File: config.mk
export PLATFORM = sky130hd
export DESIGN_NAME = epoch_seconds_to_calendar_unit_flat
export DESIGN_NICKNAME = d
export VERILOG_FILES = /design/src/sv/epcal_pkg.sv /design/src/sv/epcal_if.sv /design/src/sv/epcal_dp.sv /design/src/sv/epcal_ctrl.sv /design/src/sv/epoch_seconds_to_calendar_unit.sv /design/src/flat_wrapper.sv
export SDC_FILE = /design/constraint.sdc
export NUM_CORES = 1
export LEC_CHECK = 0
export ABC_AREA = 0
export BUFFER_PORTS_ARGS = -buffer_cell sky130_fd_sc_hd__buf_2
export CORE_AREA = 2 2 208 210
export CTS_CLUSTER_SIZE = 28
export DETAILED_ROUTE_END_ITERATION = 6
export DIE_AREA = 0 0 210 212
export PLACE_DENSITY = 0.64
export RECOVER_POWER = 25
export SETUP_SLACK_MARGIN = 0.5
export SYNTH_ARGS = -nofsm -noshare
export SYNTH_HDL_FRONTEND = slang
export SYNTH_SLANG_ARGS = --single-unit
File: constraint.sdc
create_clock -name clock -period 9.7 [get_ports clock]
set_input_delay 1.94 -clock clock [delete_from_list [all_inputs] [get_ports clock]]
set_output_delay 1.94 -clock clock [all_outputs]
set_load 0.01 [all_outputs]
File: src/sv/epcal_pkg.sv
// Shared types, constants and calendar helpers for the epoch-to-calendar unit.
`default_nettype none

package epcal_pkg;

   // Divider digit: quotient bits retired per cycle.
   localparam int unsigned DIGIT_BITS = 4;

   // Remainder width; holds any value below the largest divisor.
   localparam int unsigned REM_W = 18;

   // Output field widths.
   localparam int unsigned SEC_W  = 6;
   localparam int unsigned MIN_W  = 6;
   localparam int unsigned HOUR_W = 5;
   localparam int unsigned WDAY_W = 3;
   localparam int unsigned YEAR_W = 16;
   localparam int unsigned DOY_W  = 9;
   localparam int unsigned MON_W  = 4;
   localparam int unsigned DOM_W  = 5;

   // Year position inside the 400-year Gregorian cycle.
   localparam int unsigned YR400_W = 9;

   localparam logic [REM_W-1:0] SEC_PER_MIN  = 18'd60;
   localparam logic [REM_W-1:0] HOUR_PER_DAY = 18'd24;
   localparam logic [REM_W-1:0] CYCLE_DAYS   = 18'd146097;

   localparam logic [REM_W-1:0] DAYS_1Y   = 18'd365;
   localparam logic [REM_W-1:0] DAYS_4Y   = 18'd1460;
   localparam logic [REM_W-1:0] DAYS_100Y = 18'd36524;
   localparam logic [REM_W-1:0] DAYS_MAX_YEAR = 18'd366;

   localparam logic [WDAY_W:0]  DAYS_PER_WEEK = 4'd7;
   localparam logic [WDAY_W:0]  EPOCH_WEEKDAY = 4'd4;  // 1970-01-01 was a Thursday

   localparam logic [YEAR_W-1:0] BASE_YEAR_OFS = 16'd70;   // 1970 - 1900
   localparam logic [YEAR_W-1:0] CYCLE_YEARS   = 16'd400;
   localparam logic [YEAR_W-1:0] CENTURY_YEARS = 16'd100;
   localparam logic [YEAR_W-1:0] QUAD_YEARS    = 16'd4;
   localparam logic [YEAR_W-1:0] ONE_YEAR      = 16'd1;

   localparam logic [YR400_W-1:0] YR400_START  = 9'd370;  // 1970 mod 400
   localparam logic [YR400_W-1:0] YR400_WRAP   = 9'd400;
   localparam logic [YR400_W-1:0] YR400_C100   = 9'd100;
   localparam logic [YR400_W-1:0] YR400_C200   = 9'd200;
   localparam logic [YR400_W-1:0] YR400_C300   = 9'd300;

   localparam logic [MON_W-1:0] MON_JAN = 4'd0;
   localparam logic [MON_W-1:0] MON_FEB = 4'd1;
   localparam logic [MON_W-1:0] MON_APR = 4'd3;
   localparam logic [MON_W-1:0] MON_JUN = 4'd5;
   localparam logic [MON_W-1:0] MON_SEP = 4'd8;
   localparam logic [MON_W-1:0] MON_NOV = 4'd10;
   localparam logic [MON_W-1:0] MON_DEC = 4'd11;

   typedef enum logic [3:0] {
      OP_NONE,
      OP_LOAD,
      OP_DIV_STEP,
      OP_TAKE_SEC,
      OP_TAKE_MIN,
      OP_TAKE_HOUR,
      OP_TAKE_CYCLE,
      OP_YEAR_STEP,
      OP_MONTH_INIT,
      OP_MONTH_STEP,
      OP_PUBLISH
   } dp_op_type;

   typedef enum logic [1:0] {
      DIV_60,
      DIV_24,
      DIV_CYCLE
   } div_sel_type;

   typedef struct packed {
      dp_op_type   op;
      div_sel_type div_sel;
   } dp_cmd_type;

   typedef struct packed {
      logic year_done;
      logic month_done;
   } dp_status_type;

   typedef struct packed {
      logic [SEC_W-1:0]  second;
      logic [MIN_W-1:0]  minute;
      logic [HOUR_W-1:0] hour;
      logic [WDAY_W-1:0] weekday;
      logic [YEAR_W-1:0] years_since_1900;
      logic [DOY_W-1:0]  day_of_year;
      logic [MON_W-1:0]  month;
      logic [DOM_W-1:0]  day_of_month;
   } rsp_payload_type;

   // Gregorian leap rule on the year's position within its 400-year cycle.
   function automatic logic is_leap(input logic [YR400_W-1:0] yr400);
      return (yr400[1:0] == 2'b00) &&
             !(yr400 == YR400_C100 || yr400 == YR400_C200 || yr400 == YR400_C300);
   endfunction

   function automatic logic [DOM_W-1:0] month_days(input logic [MON_W-1:0] mon,
                                                   input logic leap);
      logic [DOM_W-1:0] len;
      len = 5'd31;
      if (mon == MON_FEB) begin
         len = leap ? 5'd29 : 5'd28;
      end else if (mon == MON_APR || mon == MON_JUN || mon == MON_SEP ||
                   mon == MON_NOV) begin
         len = 5'd30;
      end
      return len;
   endfunction

endpackage

`default_nettype wire

File: src/sv/epcal_if.sv
// Handshake channels for the epoch-to-calendar unit: request and response.
`default_nettype none

interface epcal_req_if #(parameter int unsigned EPOCH_BITS = 40);
   logic                  valid;
   logic                  ready;
   logic [EPOCH_BITS-1:0] epoch_seconds;

   modport source (output valid, output epoch_seconds, input ready);
   modport sink   (input valid, input epoch_seconds, output ready);
endinterface

interface epcal_rsp_if;
   import epcal_pkg::*;

   logic              valid;
   logic              ready;
   logic [SEC_W-1:0]  second;
   logic [MIN_W-1:0]  minute;
   logic [HOUR_W-1:0] hour;
   logic [WDAY_W-1:0] weekday;
   logic [YEAR_W-1:0] years_since_1900;
   logic [DOY_W-1:0]  day_of_year;
   logic [MON_W-1:0]  month;
   logic [DOM_W-1:0]  day_of_month;

   modport source (output valid, output second, output minute, output hour,
                   output weekday, output years_since_1900, output day_of_year,
                   output month, output day_of_month, input ready);
   modport sink   (input valid, input second, input minute, input hour,
                   input weekday, input years_since_1900, input day_of_year,
                   input month, input day_of_month, output ready);
endinterface

`default_nettype wire

File: src/sv/epcal_dp.sv
// Datapath: radix-16 constant divider, year and month walk, result register.
`default_nettype none

module epcal_dp #(
   parameter int unsigned EPOCH_BITS = 40
) (
   input  logic                          clock,
   input  logic                          reset,
   input  logic [EPOCH_BITS-1:0]         epoch_seconds,
   input  epcal_pkg::dp_cmd_type         cmd,
   output epcal_pkg::dp_status_type      status,
   output epcal_pkg::rsp_payload_type    payload
);
   import epcal_pkg::*;

   localparam int unsigned STEPS = (EPOCH_BITS + DIGIT_BITS - 1) / DIGIT_BITS;
   localparam int unsigned NUM_W = STEPS * DIGIT_BITS;

   // Dividend / quotient shift register and remainders.
   logic [NUM_W-1:0]   num_ff, num_in;
   logic [REM_W-1:0]   rem_ff, rem_in;
   logic [WDAY_W-1:0]  rem7_ff, rem7_in;

   // Broken-down fields.
   logic [SEC_W-1:0]   sec_ff, sec_in;
   logic [MIN_W-1:0]   min_ff, min_in;
   logic [HOUR_W-1:0]  hour_ff, hour_in;
   logic [WDAY_W-1:0]  wday_ff, wday_in;
   logic [YEAR_W-1:0]  year_ff, year_in;
   logic [YR400_W-1:0] yr400_ff, yr400_in;
   logic [REM_W-1:0]   days_ff, days_in;
   logic [DOY_W-1:0]   doy_ff, doy_in;
   logic [MON_W-1:0]   mon_ff, mon_in;
   rsp_payload_type    payload_ff, payload_in;

   // Divider step.
   logic [REM_W-1:0]      divisor;
   logic [REM_W-1:0]      step_rem;
   logic [REM_W:0]        step_ext;
   logic [WDAY_W-1:0]     step_rem7;
   logic [WDAY_W:0]       step_ext7;
   logic [DIGIT_BITS-1:0] qbits;

   // Calendar walk.
   logic               cur_leap;
   logic [2:0]         leap_cnt;
   logic [REM_W-1:0]   len_1y, len_4y, len_100y, len_mon;
   logic [WDAY_W:0]    wday_sum;

   function automatic logic [YR400_W-1:0] yr_add(input logic [YR400_W-1:0] y,
                                                 input logic [YR400_W-1:0] inc);
      logic [YR400_W:0] sum;
      sum = {1'b0, y} + {1'b0, inc};
      if (sum >= {1'b0, YR400_WRAP}) begin
         sum = sum - {1'b0, YR400_WRAP};
      end
      return sum[YR400_W-1:0];
   endfunction

   always_comb begin
      unique case (cmd.div_sel)
         DIV_60:    divisor = SEC_PER_MIN;
         DIV_24:    divisor = HOUR_PER_DAY;
         DIV_CYCLE: divisor = CYCLE_DAYS;
         default:   divisor = CYCLE_DAYS;
      endcase
   end

   // One radix-16 digit per cycle; the mod-7 chain rides along for the weekday.
   always_comb begin
      step_rem  = rem_ff;
      step_rem7 = rem7_ff;
      step_ext  = '0;
      step_ext7 = '0;
      qbits     = '0;
      for (int i = 0; i < DIGIT_BITS; i++) begin
         step_ext = {step_rem, num_ff[NUM_W-1-i]};
         if (step_ext >= {1'b0, divisor}) begin
            step_ext = step_ext - {1'b0, divisor};
            qbits[DIGIT_BITS-1-i] = 1'b1;
         end
         step_rem = step_ext[REM_W-1:0];

         step_ext7 = {step_rem7, num_ff[NUM_W-1-i]};
         if (step_ext7 >= DAYS_PER_WEEK) begin
            step_ext7 = step_ext7 - DAYS_PER_WEEK;
         end
         step_rem7 = step_ext7[WDAY_W-1:0];
      end
   end

   always_comb begin
      leap_cnt = '0;
      for (int k = 0; k < 4; k++) begin
         leap_cnt = leap_cnt + 3'(is_leap(yr_add(yr400_ff, YR400_W'(k))));
      end
   end

   assign cur_leap = is_leap(yr400_ff);
   assign len_1y   = DAYS_1Y + REM_W'(cur_leap);
   assign len_4y   = DAYS_4Y + REM_W'(leap_cnt);
   // A century span holds an extra leap day when it covers a multiple of 400.
   assign len_100y = DAYS_100Y + REM_W'(yr400_ff == '0 || yr400_ff > YR400_C300);
   assign len_mon  = REM_W'(month_days(mon_ff, cur_leap));
   assign wday_sum = {1'b0, rem7_ff} + EPOCH_WEEKDAY;

   assign status.year_done  = (days_ff < len_1y);
   assign status.month_done = (days_ff < len_mon);

   always_comb begin
      num_in     = num_ff;
      rem_in     = rem_ff;
      rem7_in    = rem7_ff;
      sec_in     = sec_ff;
      min_in     = min_ff;
      hour_in    = hour_ff;
      wday_in    = wday_ff;
      year_in    = year_ff;
      yr400_in   = yr400_ff;
      days_in    = days_ff;
      doy_in     = doy_ff;
      mon_in     = mon_ff;
      payload_in = payload_ff;

      unique case (cmd.op)
         OP_LOAD: begin
            num_in  = NUM_W'(epoch_seconds);
            rem_in  = '0;
            rem7_in = '0;
         end
         OP_DIV_STEP: begin
            num_in  = {num_ff[NUM_W-DIGIT_BITS-1:0], qbits};
            rem_in  = step_rem;
            rem7_in = step_rem7;
         end
         OP_TAKE_SEC: begin
            sec_in  = rem_ff[SEC_W-1:0];
            rem_in  = '0;
            rem7_in = '0;
         end
         OP_TAKE_MIN: begin
            min_in  = rem_ff[MIN_W-1:0];
            rem_in  = '0;
            rem7_in = '0;
         end
         OP_TAKE_HOUR: begin
            hour_in = rem_ff[HOUR_W-1:0];
            rem_in  = '0;
            rem7_in = '0;
         end
         OP_TAKE_CYCLE: begin
            days_in  = rem_ff;
            year_in  = BASE_YEAR_OFS + YEAR_W'(num_ff[YEAR_W-1:0] * CYCLE_YEARS);
            yr400_in = YR400_START;
            wday_in  = (wday_sum >= DAYS_PER_WEEK) ? WDAY_W'(wday_sum - DAYS_PER_WEEK)
                                                   : wday_sum[WDAY_W-1:0];
         end
         OP_YEAR_STEP: begin
            priority if (days_ff >= len_100y) begin
               days_in  = days_ff - len_100y;
               year_in  = year_ff + CENTURY_YEARS;
               yr400_in = yr_add(yr400_ff, YR400_W'(CENTURY_YEARS));
            end else if (days_ff >= len_4y) begin
               days_in  = days_ff - len_4y;
               year_in  = year_ff + QUAD_YEARS;
               yr400_in = yr_add(yr400_ff, YR400_W'(QUAD_YEARS));
            end else if (days_ff >= len_1y) begin
               days_in  = days_ff - len_1y;
               year_in  = year_ff + ONE_YEAR;
               yr400_in = yr_add(yr400_ff, YR400_W'(ONE_YEAR));
            end
         end
         OP_MONTH_INIT: begin
            doy_in = days_ff[DOY_W-1:0];
            mon_in = MON_JAN;
         end
         OP_MONTH_STEP: begin
            days_in = days_ff - len_mon;
            mon_in  = mon_ff + 4'd1;
         end
         OP_PUBLISH: begin
            payload_in.second           = sec_ff;
            payload_in.minute           = min_ff;
            payload_in.hour             = hour_ff;
            payload_in.weekday          = wday_ff;
            payload_in.years_since_1900 = year_ff;
            payload_in.day_of_year      = doy_ff;
            payload_in.month            = mon_ff;
            payload_in.day_of_month     = DOM_W'(days_ff) + 5'd1;
         end
         default: begin
         end
      endcase
   end

   always_ff @(posedge clock) begin
      num_ff     <= num_in;
      rem_ff     <= rem_in;
      rem7_ff    <= rem7_in;
      sec_ff     <= sec_in;
      min_ff     <= min_in;
      hour_ff    <= hour_in;
      wday_ff    <= wday_in;
      year_ff    <= year_in;
      yr400_ff   <= yr400_in;
      days_ff    <= days_in;
      doy_ff     <= doy_in;
      mon_ff     <= mon_in;
      payload_ff <= payload_in;
   end

   assign payload = payload_ff;

   // Remainder stays below the divisor on every digit step.
   a_rem_bound: assert property (@(posedge clock) disable iff (reset)
      (cmd.op == OP_DIV_STEP) |-> (rem_ff < divisor))
      else $error("divider remainder out of range");

   // The 400-year skip leaves less than one cycle of days.
   a_cycle_days: assert property (@(posedge clock) disable iff (reset)
      (cmd.op == OP_TAKE_CYCLE) |=> (days_ff < CYCLE_DAYS))
      else $error("day count not below one 400-year cycle");

   // Each month step works on a day inside one year and a month before December.
   a_month_range: assert property (@(posedge clock) disable iff (reset)
      (cmd.op == OP_MONTH_STEP) |-> (days_ff < DAYS_MAX_YEAR && mon_ff < MON_DEC))
      else $error("month walk ran past December");

endmodule

`default_nettype wire

File: src/sv/epcal_ctrl.sv
// Controller: sequences division passes, year and month walks, and the result slot.
`default_nettype none

module epcal_ctrl #(
   parameter int unsigned EPOCH_BITS = 40
) (
   input  logic                      clock,
   input  logic                      reset,
   input  logic                      req_valid,
   output logic                      req_ready,
   output logic                      rsp_valid,
   input  logic                      rsp_ready,
   input  epcal_pkg::dp_status_type  status,
   output epcal_pkg::dp_cmd_type     cmd
);
   import epcal_pkg::*;

   localparam int unsigned STEPS = (EPOCH_BITS + DIGIT_BITS - 1) / DIGIT_BITS;
   localparam int unsigned CNT_W = $clog2(STEPS);

   typedef enum logic [2:0] {
      S_IDLE,
      S_DIV,
      S_TAKE,
      S_YEAR,
      S_MONTH,
      S_PUBLISH
   } state_type;

   typedef enum logic [1:0] {
      PASS_SEC,
      PASS_MIN,
      PASS_HOUR,
      PASS_CYCLE
   } pass_type;

   state_type        state_ff, state_in;
   pass_type         pass_ff, pass_in;
   logic [CNT_W-1:0] cnt_ff, cnt_in;
   logic             rsp_valid_ff, rsp_valid_in;

   always_comb begin
      state_in     = state_ff;
      pass_in      = pass_ff;
      cnt_in       = cnt_ff;
      rsp_valid_in = rsp_valid_ff && !rsp_ready;
      cmd.op       = OP_NONE;
      req_ready    = (state_ff == S_IDLE);

      unique case (pass_ff)
         PASS_SEC:   cmd.div_sel = DIV_60;
         PASS_MIN:   cmd.div_sel = DIV_60;
         PASS_HOUR:  cmd.div_sel = DIV_24;
         PASS_CYCLE: cmd.div_sel = DIV_CYCLE;
         default:    cmd.div_sel = DIV_CYCLE;
      endcase

      unique case (state_ff)
         S_IDLE: begin
            if (req_valid) begin
               cmd.op   = OP_LOAD;
               pass_in  = PASS_SEC;
               cnt_in   = CNT_W'(STEPS - 1);
               state_in = S_DIV;
            end
         end
         S_DIV: begin
            cmd.op = OP_DIV_STEP;
            if (cnt_ff == '0) begin
               state_in = S_TAKE;
            end else begin
               cnt_in = cnt_ff - 1'b1;
            end
         end
         S_TAKE: begin
            unique case (pass_ff)
               PASS_SEC:   cmd.op = OP_TAKE_SEC;
               PASS_MIN:   cmd.op = OP_TAKE_MIN;
               PASS_HOUR:  cmd.op = OP_TAKE_HOUR;
               PASS_CYCLE: cmd.op = OP_TAKE_CYCLE;
               default:    cmd.op = OP_TAKE_CYCLE;
            endcase
            if (pass_ff == PASS_CYCLE) begin
               state_in = S_YEAR;
            end else begin
               pass_in  = pass_type'(pass_ff + 2'd1);
               cnt_in   = CNT_W'(STEPS - 1);
               state_in = S_DIV;
            end
         end
         S_YEAR: begin
            if (status.year_done) begin
               cmd.op   = OP_MONTH_INIT;
               state_in = S_MONTH;
            end else begin
               cmd.op = OP_YEAR_STEP;
            end
         end
         S_MONTH: begin
            if (status.month_done) begin
               state_in = S_PUBLISH;
            end else begin
               cmd.op = OP_MONTH_STEP;
            end
         end
         S_PUBLISH: begin
            // Hold until the result slot is free or drains this cycle.
            if (!rsp_valid_ff || rsp_ready) begin
               cmd.op       = OP_PUBLISH;
               rsp_valid_in = 1'b1;
               state_in     = S_IDLE;
            end
         end
         default: begin
            state_in = S_IDLE;
         end
      endcase
   end

   always_ff @(posedge clock) begin
      if (reset) begin
         state_ff     <= S_IDLE;
         pass_ff      <= PASS_SEC;
         cnt_ff       <= '0;
         rsp_valid_ff <= 1'b0;
      end else begin
         state_ff     <= state_in;
         pass_ff      <= pass_in;
         cnt_ff       <= cnt_in;
         rsp_valid_ff <= rsp_valid_in;
      end
   end

   assign rsp_valid = rsp_valid_ff;

   // Never overwrite a result that has not been taken.
   a_slot_free: assert property (@(posedge clock) disable iff (reset)
      (cmd.op == OP_PUBLISH) |-> (!rsp_valid_ff || rsp_ready))
      else $error("result overwritten before it was taken");

   // An accepted item starts with the seconds pass.
   a_accept_start: assert property (@(posedge clock) disable iff (reset)
      (req_valid && req_ready) |=> (state_ff == S_DIV && pass_ff == PASS_SEC))
      else $error("accepted item did not start division");

   // A result appears only out of the publish step.
   a_valid_source: assert property (@(posedge clock) disable iff (reset)
      $rose(rsp_valid_ff) |-> ($past(state_ff) == S_PUBLISH))
      else $error("result valid raised outside publish");

endmodule

`default_nettype wire

File: src/sv/epoch_seconds_to_calendar_unit.sv
// Top level of the epoch-to-calendar unit: controller, datapath and channel wiring.
`default_nettype none

// Converts a non-negative count of seconds since 1970-01-01 00:00:00 UTC into
// second, minute, hour, weekday (0 is Sunday), years since 1900, zero-based day
// of year, zero-based month and one-based day of month, on the proleptic
// Gregorian calendar. Only the low EPOCH_BITS bits of the input are used; above
// 40 bits the year field wraps modulo 2^16 while every other field stays exact.
// The unit handles one item at a time. A shared radix-16 constant divider makes
// four passes (by 60, 60, 24 and by the 146097 days of a 400-year cycle, with
// the day count mod 7 taken along for the weekday), each a run of digit steps
// followed by a step that stores the remainder. The remaining days are then
// walked through years in steps of a century, four years or one year, and
// through months one per cycle. The publish step holds while the previous
// result still waits for the sink. The result sits in an output register, so
// the unit takes the next item while a finished result still waits for the
// sink. There are no configuration registers and no state kept between items.
module epoch_seconds_to_calendar_unit #(
   parameter int unsigned EPOCH_BITS = 40
) (
   input  logic        clock,
   input  logic        reset,
   epcal_req_if.sink   req_port,
   epcal_rsp_if.source rsp_port
);
   import epcal_pkg::*;

   dp_cmd_type      dp_cmd;
   dp_status_type   dp_status;
   rsp_payload_type dp_payload;
   logic [EPOCH_BITS-1:0] req_epoch;

   // Take only the used input bits.
   assign req_epoch = EPOCH_BITS'(req_port.epoch_seconds);

   epcal_ctrl #(
      .EPOCH_BITS (EPOCH_BITS)
   ) u_ctrl (
      .clock     (clock),
      .reset     (reset),
      .req_valid (req_port.valid),
      .req_ready (req_port.ready),
      .rsp_valid (rsp_port.valid),
      .rsp_ready (rsp_port.ready),
      .status    (dp_status),
      .cmd       (dp_cmd)
   );

   epcal_dp #(
      .EPOCH_BITS (EPOCH_BITS)
   ) u_dp (
      .clock         (clock),
      .reset         (reset),
      .epoch_seconds (req_epoch),
      .cmd           (dp_cmd),
      .status        (dp_status),
      .payload       (dp_payload)
   );

   // Drive the result fields straight from the output register.
   assign rsp_port.second           = dp_payload.second;
   assign rsp_port.minute           = dp_payload.minute;
   assign rsp_port.hour             = dp_payload.hour;
   assign rsp_port.weekday          = dp_payload.weekday;
   assign rsp_port.years_since_1900 = dp_payload.years_since_1900;
   assign rsp_port.day_of_year      = dp_payload.day_of_year;
   assign rsp_port.month            = dp_payload.month;
   assign rsp_port.day_of_month     = dp_payload.day_of_month;

endmodule

`default_nettype wire

File: src/flat_wrapper.sv
// flat-port wrapper written by rule: the top's interface ports become plain ports
module epoch_seconds_to_calendar_unit_flat import epcal_pkg::*;
#(
   parameter int unsigned EPOCH_BITS = 40
)
  (clock, reset, req_port_valid, req_port_epoch_seconds, req_port_ready, rsp_port_valid, rsp_port_second, rsp_port_minute, rsp_port_hour, rsp_port_weekday, rsp_port_years_since_1900, rsp_port_day_of_year, rsp_port_month, rsp_port_day_of_month, rsp_port_ready);
  epcal_req_if #(.EPOCH_BITS(EPOCH_BITS)) req_port_i ();
  epcal_rsp_if rsp_port_i ();
  input  logic clock;
  input  logic reset;
  input wire logic [$bits(req_port_i.valid)-1:0] req_port_valid;
  input wire logic [$bits(req_port_i.epoch_seconds)-1:0] req_port_epoch_seconds;
  output wire logic [$bits(req_port_i.ready)-1:0] req_port_ready;
  output wire logic [$bits(rsp_port_i.valid)-1:0] rsp_port_valid;
  output wire logic [$bits(rsp_port_i.second)-1:0] rsp_port_second;
  output wire logic [$bits(rsp_port_i.minute)-1:0] rsp_port_minute;
  output wire logic [$bits(rsp_port_i.hour)-1:0] rsp_port_hour;
  output wire logic [$bits(rsp_port_i.weekday)-1:0] rsp_port_weekday;
  output wire logic [$bits(rsp_port_i.years_since_1900)-1:0] rsp_port_years_since_1900;
  output wire logic [$bits(rsp_port_i.day_of_year)-1:0] rsp_port_day_of_year;
  output wire logic [$bits(rsp_port_i.month)-1:0] rsp_port_month;
  output wire logic [$bits(rsp_port_i.day_of_month)-1:0] rsp_port_day_of_month;
  input wire logic [$bits(rsp_port_i.ready)-1:0] rsp_port_ready;
  assign req_port_i.valid = req_port_valid;
  assign req_port_i.epoch_seconds = req_port_epoch_seconds;
  assign req_port_ready = req_port_i.ready;
  assign rsp_port_valid = rsp_port_i.valid;
  assign rsp_port_second = rsp_port_i.second;
  assign rsp_port_minute = rsp_port_i.minute;
  assign rsp_port_hour = rsp_port_i.hour;
  assign rsp_port_weekday = rsp_port_i.weekday;
  assign rsp_port_years_since_1900 = rsp_port_i.years_since_1900;
  assign rsp_port_day_of_year = rsp_port_i.day_of_year;
  assign rsp_port_month = rsp_port_i.month;
  assign rsp_port_day_of_month = rsp_port_i.day_of_month;
  assign rsp_port_i.ready = rsp_port_ready;
  epoch_seconds_to_calendar_unit #(.EPOCH_BITS(EPOCH_BITS)) u_core (.clock(clock), .reset(reset), .req_port(req_port_i), .rsp_port(rsp_port_i));
endmodule
# Yosys cells after proc, flatten, opt, wreduce, memory -nomap -nowiden
# Index checks and enable logic that the tools add are counted.
# word_totals
register_bits	201
in_bits	44
wordCells	246
# op_classes
addsub	39
n_mux	62
multipliers	1
n_reduce_logical	52
eq_ne	47
n_lt_le_gt_ge	21
# ops
operator	n
$mux 18	7
$mux 9	9
$pmux 40 s2	1
$ge 19x18->1	4
$pmux 18 s2	2
$sub 18x18->18	4
$pmux 18 s3	1
$sub 9x9->9 const B	6
$ge 10x9->1 const B	5
$mux 16	3
$eq 9x7->1 const B	5
$eq 9x8->1 const B	5
$eq 9x9->1 const B	5
$pmux 16 s2	1
$mux 3	10
$mux 4	6
$pmux 4 s6	1
$add 9x2->10 const B	2
$eq 4x3->1 const B	5
$eq 4x4->1 const B	5
$ge 4x3->1 const B	5
$ge 18x10->1	1
$ge 18x12->1	1
$ge 18x17->1	1
63 further kinds	127

# Logic depth before layout (Yosys ltp)
# depth
ltp_word	16
depth_mapped	49
mapped_depth_nobuf	45

# Modules after synthesis
# Synthesis repeated with hierarchy kept, for this count alone.
# unflattened
hier_cells	1833
hier_area_um2	16778.6
# by_module_without_submodules
module	instances	seq_area_each_um2	area_each_um2	cells_per_inst
epcal_dp	1	5735.5	16010.4	1739
epcal_ctrl	1	200.2	768.2	94

# Worst setup path after synthesis
# Ideal clock, no wire load.
# synth_path
kind	register -> register
from	register u_core.u_ctrl.pass_ff[1]
to	register u_core.u_dp.rem_ff[6] (data pin)
arrival_time_ns	10.214
synth_period_minus_slack_ns	10.469
path_stages_with_launch	44
required_ns	9.445
n_path_buf	7
path_slack_ns	-0.769
path_cell_list	dfxtp_1 > ha_1 > buf_2 > clkinv_1 > ha_1 > nor3b_1 > nand4_1 > o32a_1 > a21oi_4 > nor2_2 > nor2_1 > xnor2_1 > ha_1 > inv_1 > a2111o_1 > o41ai_2 > a2111o_1 > or4b_1 > [8 not listed] > or4_1 > o21ai_0 > o211ai_1 > a211o_1 > nand2_1 > clkbuf_1 > a21oi_1 > ha_1 > o21a_1 > o221ai_1 > a2111oi_0 > and3b_1 > buf_2 > o41a_4 > nand2_1 > buf_4 > a21oi_1 > a31o_1
# synth_between
elab_chain_len	14
word_cells_on_any_way	30
cone_classes	add/sub (4); order compare (4); eq/ne (9); mux (9); reduce/logical (4)
# synth_rtl
item	line_no	rtl
start, declared	epcal_ctrl.sv:38	pass_type pass_ff, pass_in;
start signal, assigned	epcal_ctrl.sv:128	pass_ff <= pass_in;
$eq 2x1->1 or $logic_not 2->1 (tied branches)	epcal_ctrl.sv:50, epcal_ctrl.sv:76	
$reduce_or 2->1 (no source line)	-	
$pmux 2 s3	epcal_ctrl.sv:50	unique case (pass_ff)
$eq 2x1->1 or $logic_not 2->1 (tied branches)	epcal_dp.sv:61	unique case (cmd.div_sel)
$pmux 18 s2	epcal_dp.sv:61	
$sub 18x18->18 or $ge 19x18->1 (tied branches)	epcal_dp.sv:79, epcal_dp.sv:78	
$mux 18	epcal_dp.sv:78	if (step_ext >= {1'b0, divisor}) begin
$sub 18x18->18 or $ge 19x18->1 (tied branches)	epcal_dp.sv:79, epcal_dp.sv:78	
$mux 18	epcal_dp.sv:78	
$sub 18x18->18 or $ge 19x18->1 (tied branches)	epcal_dp.sv:79, epcal_dp.sv:78	
$mux 18	epcal_dp.sv:78	
$sub 18x18->18 or $ge 19x18->1 (tied branches)	epcal_dp.sv:79, epcal_dp.sv:78	
$mux 18	epcal_dp.sv:78	
$pmux 18 s2 *	epcal_dp.sv:125	unique case (cmd.op)
end signal, assigned	epcal_dp.sv:198	rem_ff <= rem_in;
end, declared	epcal_dp.sv:21	logic [REM_W-1:0] rem_ff, rem_in;
# Every way passes the cells marked *; elsewhere a longest branch is shown, timed or not. The select of a mux whose other input is x is not followed.
# A chain may end at the register's enable or synchronous reset.

# Final worst setup path
# layout_path
from	register u_core.u_ctrl.pass_ff[1]
to	register u_core.u_dp.rem_ff[16] (data pin)
# Same word-level chain as after synthesis.

==> run summary <==
### Status
- status: finished with violations
- violations in the final reports: capacitance limit, slew limit

### Synth
- Synth Area in Simple Gates: 0.172
- cell types with the highest counts after synthesis: sky130_fd_sc_hd__edfxtp_1, sky130_fd_sc_hd__nand2_1, sky130_fd_sc_hd__nor2_1
- sequential share of the synthesized area: 0.355
- synth top area cells: sky130_fd_sc_hd__edfxtp_1, sky130_fd_sc_hd__ha_1, sky130_fd_sc_hd__xnor2_1, sky130_fd_sc_hd__nand2_1, sky130_fd_sc_hd__nor2_1
- Mapped Avg Cell Area: 9.11 um2
- Synth Area in Compound Gates: 0.203
- synthesized netlist net count: 2006
- post-synthesis instance total: 1835
- dominant combinational cell family by area after synthesis: compound AO/OA/AOI/OAI gates
- number of enable flip-flop cells after synthesis: 191
- proportion of register bits with asynchronous set or reset after synthesis: 0
- most instantiated flip-flop cell in the synthesis netlist: sky130_fd_sc_hd__edfxtp_1
- xor/xnor share of the synthesized area: 0.0830
- number of flip-flops and latches in the synthesized netlist: 201
- warnings from Yosys: 0
- share of synthesized area spent on multiplexers: 0.0423
- fraction of the mapped netlist area in adder cells: 0.100
- netlist area before placement: 16700 um2
- share of Yosys cell area claimed by the top area cell type: 0.343
- number of distinct library cells after synthesis: 95
- cell accounting for the most synthesized area: sky130_fd_sc_hd__edfxtp_1
- most frequent cell after synthesis: sky130_fd_sc_hd__edfxtp_1

### Drt
- router iterations before antenna repair: 6
- starting DRC count in detailed routing: 1268
- remaining number of nets flagged by the antenna check after routing: 0
- WL/cell: 19.2 um
- via/cell ratio: 5.82
- Total Routed Length: 48700 um
- post-detailed-route DRC marker count: 0
- Via Count: 14800

### Global routing
- first-pass GRT wire length: 77000 um
- maximum number of pins on one net before global-route repair: 55
- number of global-route vias before repair: 14200
- overall track demand over capacity in global routing: 0.215
- GRT overflow: 0
- number of antenna violations at the first check in global routing: 2

### Run
- max-capacitance violation count: 1

### STA
- post-route clock period utilization: 0.911
- RSZ-0062 raised after global routing: yes
- TNS Setup: 0 ps
- Achievable Freq: 113 MHz
- worst-case setup margin in the final layout: 863 ps
- actual slew at the worst max-slew pin: 2390 ps
- Max Clock Skew: 21.0 ps
- endpoints failing setup: 0
- final slew viol count: 47
- final critical delay including setup and external delays: 8840 ps
- final count of hold timing violations: 0
- slew margin rel.: -0.595

### Cells and area
- Finished Layout Cells: 2540
- share of cells above drive strength 1: 0.189
- Filler Cells Inserted: 4030
- Syn-to-layout area delta: 16.6%
- post-layout net count: 2147

### Die
- die extent in x: 210 um
- placeable core region: 42500 um2
- number of placement rows: 76
- top-level I/O count: 100
- initial cell density of the core: 0.393
- Die Ht: 212 um
- total die area: 44500 um2

### Placement
- dpl hpwl: 36400 um
- Port Buf Inserts: 99
- count of placed standard cells including taps: 2475
- Place WS: 14.7 ps
- weighted congestion reported at the end of routability-driven placement: 0.983

### Clock tree
- CTS root buf: sky130_fd_sc_hd__clkbuf_16
- CTS tree: yes
- TritonCTS buffer count: 25
- sink count of the clock tree: 201
- number of buffers on the longest clock path: 3
- Worst-path clk slew: 60 ps
- number of H-tree levels: 1
- hold_buf cts: 0
- clock network latency to the later pin of the worst-skew pair: 540 ps

### Critical path
- cell at the slowest stage of the critical path: sky130_fd_sc_hd__or4b_4
- critical path startpoint category: register
- number of buffer and inverter instances along the worst setup path: 3
- critical path data required time: 10080 ps
- element type at the critical path end: register
- data arrival time of the worst path: 9220 ps
- maximum single-stage delay on the critical path: 510 ps
- CP Class: reg2reg
- CP max FO: 8
- category of cells accounting for the largest share of critical-path delay: simple AND/OR/NAND/NOR gates

### Min path
- Min-Delay Path Class: reg2reg

[routing by layer]
layer	track usage	wire length [um]	vias up
met1	0.283	21000	7039
li1	-	-	7079
met3	0.0281	2990	114
met2	0.359	22700	546
met5	0	0	-
met4	0.0890	2000	0
[logic make-up after synthesis]
kind of cell	count (synthesis)
AND/OR/NAND/NOR	600
XOR/XNOR	156
AO/OA/AOI/OAI	492
adder cells (fa/ha/maj)	128
multiplexers	65
flip-flops	201
buffers and inverters	193
[stage by stage]
step | area [um2] | hold WS (ps) | utilization
final | 19500 | 414 | 0.459
after global routing | 19500 | 420 | 0.459
after CTS | 19200 | 418 | 0.452
after detailed placement | 18300 | 405 | 0.431
after global placement | 18300 | 402 | 0.431
after floorplan | 16800 | 400 | -
[area by class of cell]
type,count,area [um2],area share
multi-input cells,1441,10400,0.533
diodes,2,5.00,0.000257
clock inverters,14,154,0.00789
clock buffers,29,671,0.0344
repair buffers,202,1250,0.0642
flip-flops and latches,201,5940,0.305
well taps,546,683,0.0350
inverters,105,407,0.0209
[worst paths after layout]
path | start | endpoint | slack [ps] | cells after the start
max | u_core.u_ctrl.pass_ff[1] | u_core.u_dp.rem_ff[16] | 860 | 37
min reg2reg | u_core.u_dp.min_ff[3] | u_core.u_dp.payload[45] | 410 | 0
min | u_core.u_dp.min_ff[3] | u_core.u_dp.payload[45] | 410 | 0
max reg2reg | u_core.u_ctrl.pass_ff[1] | u_core.u_dp.rem_ff[16] | 860 | 37
[cells in the final DEF, fill, tap and decap left out, types with 92 or more instances in the layout]
master and instances:
sky130_fd_sc_hd__a21oi_1 119, sky130_fd_sc_hd__edfxtp_1 191, sky130_fd_sc_hd__xnor2_1 93, sky130_fd_sc_hd__buf_2 98, sky130_fd_sc_hd__buf_4 97, sky130_fd_sc_hd__ha_1 108, sky130_fd_sc_hd__nor2_1 163, sky130_fd_sc_hd__o21ai_0 92
sky130_fd_sc_hd__nand2_1 171, sky130_fd_sc_hd__inv_1 100
[state kept, by name, indices dropped and copies added, names as in the netlist]
name	count
u_core.u_dp.doy_ff	9
u_core.u_dp.min_ff	6
u_core.u_dp.wday_ff	3
u_core.u_ctrl.pass_ff	2
u_core.u_dp.hour_ff	5
u_core.u_dp.payload	54
u_core.u_dp.num_ff	40
u_core.u_dp.year_ff	16
u_core.u_dp.yr400_ff	9
u_core.u_ctrl.state_ff	3
u_core.u_dp.rem_ff	18
u_core.u_ctrl.cnt_ff	4
u_core.u_dp.rem7_ff	3
u_core.u_dp.days_ff	18
u_core.u_dp.sec_ff	6
u_core.u_dp.mon_ff	4
u_core.u_ctrl.rsp_valid	1
[worst reg2reg max path: cells and delay by family (launching register included)]
kind / cells / cell delay [ps]
buffers and inverters: 3 / 320
xor gates and xnor gates: 3 / 500
adders and majority gates: 5 / 1460
AOI/OAI and AO/OA: 13 / 2850
DFF: 1 / 400
and+or+nand+nor: 13 / 3150
[timing repair]
| action | 4_1_cts | 5_1_grt |
|---|---|---|
| resized for setup | 6 | 47 |
| pin swaps | 5 | 22 |
| setup buffers | 8 | 12 |
| gates cloned | 0 | 0 |
| endpoints found under the setup margin | 19 | 20 |
Power is left out: the tool's default activity adds up to more than one toggle a clock period on the data nets, which glitch-free logic cannot reach.
